[src/design/sgi_pkg.sv]
`timescale 1ns / 1ps
`default_nettype none

package sgi_pkg;

  localparam int unsigned MUL_DIGIT      = 32;
  localparam int unsigned TOL_WIDTH      = 31;
  localparam int unsigned THR_WIDTH      = 16;
  localparam int unsigned PAR_SHIFT      = 32;
  localparam int unsigned CFG_IDX_WIDTH  = 4;
  localparam int unsigned CFG_DATA_WIDTH = 32;

  localparam logic [TOL_WIDTH-1:0] TOL_RESET = '0;
  localparam logic [THR_WIDTH-1:0] THR_RESET = THR_WIDTH'(4);

  typedef enum logic [CFG_IDX_WIDTH-1:0] {
    CFG_TOL = CFG_IDX_WIDTH'(0),
    CFG_THR = CFG_IDX_WIDTH'(1)
  } cfg_reg_e;

endpackage

`default_nettype wire

[src/design/sgi_mul.sv]
`timescale 1ns / 1ps
`default_nettype none

module sgi_mul #(
  parameter int unsigned A_WIDTH = 32,
  parameter int unsigned B_WIDTH = 32,
  parameter int unsigned LATENCY = 1
) (
  input  logic                       clk_i,
  input  logic                       en_i,
  input  logic [A_WIDTH-1:0]         a_i,
  input  logic [B_WIDTH-1:0]         b_i,
  output logic [A_WIDTH+B_WIDTH-1:0] p_o
);
  import sgi_pkg::*;

  localparam int unsigned Dg = MUL_DIGIT;
  localparam int unsigned NA = (A_WIDTH + Dg - 1) / Dg;
  localparam int unsigned NB = (B_WIDTH + Dg - 1) / Dg;
  localparam int unsigned PW = A_WIDTH + B_WIDTH;
  localparam int unsigned XA = NA * Dg;
  localparam int unsigned XB = NB * Dg;

  logic [XA-1:0] a_q   [LATENCY];
  logic [XB-1:0] b_q   [LATENCY];
  logic [PW-1:0] acc_q [LATENCY];

  for (genvar k = 0; k < LATENCY; k++) begin : g_stage
    logic [XA-1:0] a_in;
    logic [XB-1:0] b_in;
    logic [PW-1:0] acc_in;
    logic [PW-1:0] acc_d;

    if (k == 0) begin : g_first
      assign a_in   = XA'(a_i);
      assign b_in   = XB'(b_i);
      assign acc_in = '0;
    end else begin : g_next
      assign a_in   = a_q[k-1];
      assign b_in   = b_q[k-1];
      assign acc_in = acc_q[k-1];
    end

    if (k < NA * NB) begin : g_pp
      localparam int unsigned AI = k / NB;
      localparam int unsigned BI = k % NB;
      localparam int unsigned SH = Dg * (AI + BI);
      logic [2*Dg-1:0] pp;
      assign pp    = a_in[AI*Dg +: Dg] * b_in[BI*Dg +: Dg];
      assign acc_d = acc_in + PW'({{PW{1'b0}}, pp} << SH);
    end else begin : g_pad
      assign acc_d = acc_in;
    end

    always_ff @(posedge clk_i) begin
      if (en_i) begin
        a_q[k]   <= a_in;
        b_q[k]   <= b_in;
        acc_q[k] <= acc_d;
      end
    end
  end

  assign p_o = acc_q[LATENCY-1];

endmodule

`default_nettype wire

[config.mk]
export PLATFORM = sky130hd
export DESIGN_NAME = sgi_mul
export DESIGN_NICKNAME = d
export VERILOG_FILES = /design/src/design/sgi_pkg.sv /design/src/design/sgi_mul.sv
export SDC_FILE = /design/constraint.sdc
export NUM_CORES = 2
export LEC_CHECK = 0
export ABC_AREA = 1
export BUFFER_PORTS_ARGS = -buffer_cell sky130_fd_sc_hd__buf_2
export CAP_MARGIN = 20
export CORE_ASPECT_RATIO = 0.6
export CORE_MARGIN = 3
export CORE_UTILIZATION = 36
export CTS_BUF_LIST = sky130_fd_sc_hd__clkbuf_4 sky130_fd_sc_hd__clkbuf_8 sky130_fd_sc_hd__clkbuf_16
export CTS_CLUSTER_SIZE = 10
export DETAILED_ROUTE_END_ITERATION = 10
export PLACE_DENSITY = 0.62
export RECOVER_POWER = 100
export SETUP_SLACK_MARGIN = 0.02
export SYNTH_ARGS = -nofsm -noshare
export SYNTH_HDL_FRONTEND = slang
export SYNTH_SLANG_ARGS = --single-unit
export TNS_END_PERCENT = 5
[constraint.sdc]
create_clock -name clk_i -period 18.2 [get_ports clk_i]
set_clock_uncertainty 0.1 [all_clocks]
set_input_delay 4.55 -clock clk_i [delete_from_list [all_inputs] [get_ports clk_i]]
set_output_delay 4.55 -clock clk_i [all_outputs]
set_load 0.01 [all_outputs]
# == Word level (Yosys, flattened, before mapping) ==
# Memory sizes are Yosys's and may differ from the RTL's.
# Index checks and enable logic that the tools add are counted.
# op_classes
mul,1
mux,2
# op_table
cell,count
multiplier 32 x 32 -> 64 bit,1
2-to-1 mux 1 bit,2
# word_totals
reg_bits,0
ram_bits,64
memories,1
in_bits,66
# mem_list
name,depth,word_bits,rd,rd_ports_with_merged_regs,wr,line,text
acc_q,1,64,1,0,1,sgi_mul.sv:26,logic [PW-1:0] acc_q [LATENCY];

# == Depth between registers and ports, before layout ==
# depth
depth_word,2
depth_mapped,30
mapped_depth_nobuf,29

# == Worst setup path before layout ==
# OpenSTA, ideal clock, no wires.
# synth_timing
kind,input to register
from,input a_i[25]
to,"memory acc_q[0][62] (netlist bit), data pin"
t_required_ns,17.848
setup_time_ns,0.252
t_arrival_ns,10.253
stages,25
setup_slack_ns,7.594
path_cell_list,clkbuf_1 nand2_1 fa_1 inv_1 fa_1 inv_1 fa_1 inv_1 fa_1 fa_1 fa_1 fa_1 inv_1 fa_1 inv_1 ha_1 nand2_1 nor2_1 inv_2 nor2_4 nand2_2 nor3_2 nand2_1 nand3_1 nand2_1
# synth_between
elab_chain_len,1
# synth_rtl
element,line,text
from (decl),sgi_mul.sv:11,"input logic [A_WIDTH-1:0] a_i,"
multiplier 32 x 32 -> 64 bit,sgi_mul.sv:49,assign pp = a_in[AI*Dg +: Dg] * b_in[BI*Dg +: Dg];
net g_stage[0].acc_d[62],sgi_mul.sv:32,logic [PW-1:0] acc_d;
to (decl),sgi_mul.sv:26,
# The timed path passes the listed nets, and every way through them passes these cells.

# == Worst setup path in the final report ==
# layout_timing
from,input a_i[2]
to,"memory acc_q[0][52] (netlist bit), data pin"
# Same word-level chain as after synthesis.

==> metrics.md <==
| Metric | Value |
|---|---|
| Crit path time final | about 12 ns |
| Min-delay src | a_i[0] |
| Arrival time worst endpoint | 12.32 ns |
| Sink Count | 64 |
| TNS Setup | 0 ns |
| Largest regs | acc_q: 64 flops |
| CTS resizes | 0 |
| DR iter-0 viols | approximately 2800 |
| H-tree levels | 3 |
| Max Slew Vio Count | about 130 |
| CP startpoint kind | primary input |
| Largest net degree at the start of global routing | 65 |
| Slew margin rel. | -145% |
| Fill cells | ~11000 |
| Clock transition at path regs | 0.06 ns |
| Synth Net Count | about 6200 |
| Root Driver | clkbuf_16 |
| Most flop-heavy register | acc_q |
| Row count | between 90 and 100 |
| Chip width | 426 um |
| Clk buf depth | 2 |
| Hold WC Path Type | primary input to flop |
| Wirelength, routed | between 100 and 150 mm |
| Global route total overflow | 0 |
| Layout cells sized above 1 | around 2.3% |
| Failing checks | capacitance limit, slew limit |
| Die height | ~260 um |
| Number of global-route vias before repair | between 30000 and 40000 |
| Drt drc | 0 |
| Largest cells by area after synthesis | fa_1 (47%), inv_1 (17%), nand2_1 (15%) |
| Mapped Cells | ~5000 |
| Core area | 104000 um2 |
| RSZ-0062 raised after global routing | no |
| Synth top area share | a little under half |
| Max cap viols | 3 |
| Max Clk Rate | around 80 MHz |
| Initial DRT Pass Iterations | 6 |
| Post-synthesis sequential area ratio | 5.05% |
| CP Class | primary input to flop |
| GPL Wtd Cong | between 0.9 and 1 |
| Status | finished, violations left |
| Antenna violations before repair | 2 |
| CTS tree | built |
| Post-DR wirelength/cell | roughly 18 um |
| Gr usage total | about 22% |
| Final hold viol count | 0 |
| Syn. warnings | 0 |
| Nets | just over 6000 |
| I/O Buffers | between 100 and 150 |
| Via count | between 20000 and 30000 |
| Synthesized area per cell | roughly 7.6 um2 |
| Die ar. | about 110000 um2 |
| DR vias/cell | 4.67 |
| Setup repair bufs after CTS | 0 |
| Mapped cell area | between 30000 and 40000 um2 |
| Worst path required time | 18.20 ns |
| Final setup viols | 0 |
| WHS Endpoint | acc_q[0][0] |
| DP Wirelength | approximately 95 mm |
| Post-CTS Hold Fix Bufs | 0 |
| Synth cell types | 23 |
| Leading area contributor after synthesis | fa_1 |
| Antenna Nets Post-Route | 0 |
| Initial core utilization | 36.7% |
| Top-Level Pins | 130 |
| Clock buffer count from CTS | 9 |
| Final period util | 67.7% |
| #FFs+latches synth | 64 |
| Largest register FFs | 64 |
| Wire length of the first global-routing pass | 183 mm |
| Critical path capture point type | flop |
| Peak fanout along the critical path | 32 |
| Hold depth | 4 |
| Tightest Pin Transition | about 3.7 ns |
| Area Growth Syn to Fin | 4.87% |
## synthesized netlist by cell type
| cell | count |
|---|---|
| a21oi_1 | 44 |
| clkbuf_1 | 192 |
| edfxtp_1 | 64 |
| fa_1 | 896 |
| ha_1 | 263 |
| inv_1 | 1725 |
| inv_2 | 10 |
| nand2_1 | 1565 |
| nand2_2 | 13 |
| nand3_1 | 59 |
| nand3_2 | 7 |
| nand4_1 | 16 |
| nor2_1 | 79 |
| nor2_2 | 15 |
| nor2_4 | 6 |
| nor3_1 | 12 |
| nor3_2 | 4 |
| nor3_4 | 2 |
| o21ai_0 | 2 |
| o21bai_1 | 10 |
| o21bai_2 | 2 |
| xnor2_1 | 2 |
| xor2_1 | 33 |
## critical path, stage by stage
cell      delay [ns]
clkbuf_1        1.48
nand2_1         0.23
fa_1            0.58
fa_1            0.52
inv_1           0.07
fa_1            0.51
fa_1            0.44
fa_1            0.54
fa_1            0.44
fa_1            0.54
fa_1            0.43
ha_1            0.39
nand2_1         0.12
nor2_1          0.14
clkinv_1        0.11
nor3_1          0.50
nand2_1         0.28
nand2_1         0.11
nand2_1         0.13
nand4_1         0.12
nand2_1         0.06
## cell families (layout without fill, tap and decap cells)
group	Yosys count	after routing	synth area share (%)
fa+ha+maj	1159	1159	55.8
compound gates	58	58	0.862
flops	64	64	5.05
simple gates	1778	1778	18.4
xor+xnor	35	35	0.806
other cells	0	1	0
buf+inv	1927	1885	19.0
## worst max path at each step
stage / end / slack [ns] / from / cells past startpoint
6_report: acc_q[0][52] / 5.88 / a_i[2] / 21
5_1_grt: acc_q[0][51] / 5.66 / a_i[2] / 23
4_1_cts: acc_q[0][60] / 6.76 / a_i[18] / 24
3_5_place_dp: acc_q[0][60] / 6.40 / a_i[18] / 24
3_3_place_gp: acc_q[0][60] / 6.40 / a_i[18] / 24
2_1_floorplan: acc_q[0][62] / 7.59 / a_i[25] / 25
## through the flow
step	worst slack, ns	cell area (um2)	utilization (%)	hold WS [ns]	instances
5_1_grt	5.66	39900	38.4	4.82	6375
2_1_floorplan	7.59	38000	-	4.56	5021
6_report	5.88	39900	38.4	4.82	6375
3_3_place_gp	6.40	39700	38.3	4.86	6358
3_5_place_dp	6.40	39700	38.3	4.86	6358
4_1_cts	6.76	40100	38.6	4.79	6374
## area by class of cell
class | count | area [um2] | area share [%]
diodes | 1 | 2.50 | 0.00627
clock buffers | 9 | 225 | 0.565
clock inverters | 7 | 96.3 | 0.242
inverters | 1735 | 6510 | 16.3
multi-input cells | 3030 | 28800 | 72.2
flip-flops and latches | 64 | 1920 | 4.82
well taps | 1395 | 1750 | 4.38
repair buffers | 134 | 597 | 1.50
## layout by cell type, fill, tap and decap left out, types with 8 or more instances in the layout
cell | Yosys | routed
inv_1 | 1725 | 1725
nand2_1 | 1565 | 1568
fa_1 | 896 | 896
ha_1 | 263 | 263
nor2_1 | 79 | 90
clkbuf_1 | 192 | 67
nand3_1 | 59 | 65
edfxtp_1 | 64 | 64
buf_2 | 0 | 63
a21oi_1 | 44 | 44
xor2_1 | 33 | 33
nand4_1 | 16 | 16
nor3_1 | 12 | 14
nand2_2 | 13 | 10
o21bai_1 | 10 | 10
clkbuf_16 | 0 | 9
nor2_2 | 15 | 8
## routing by layer
metal  track usage, %  part of all wire [%]  routed length (um)  vias to the layer above
li1                 -                     -                   -                    13600
met1             33.6                    46               53700                    14600
met3             6.52                    13               14900                       91
met2             30.2                    40               46200                     1484
met4             2.42                   1.2                1410                        0
met5                0                     0                   0                        -
Power is left out: the tool's default activity adds up to more than one toggle a clock period on the data nets, which glitch-free logic cannot reach.
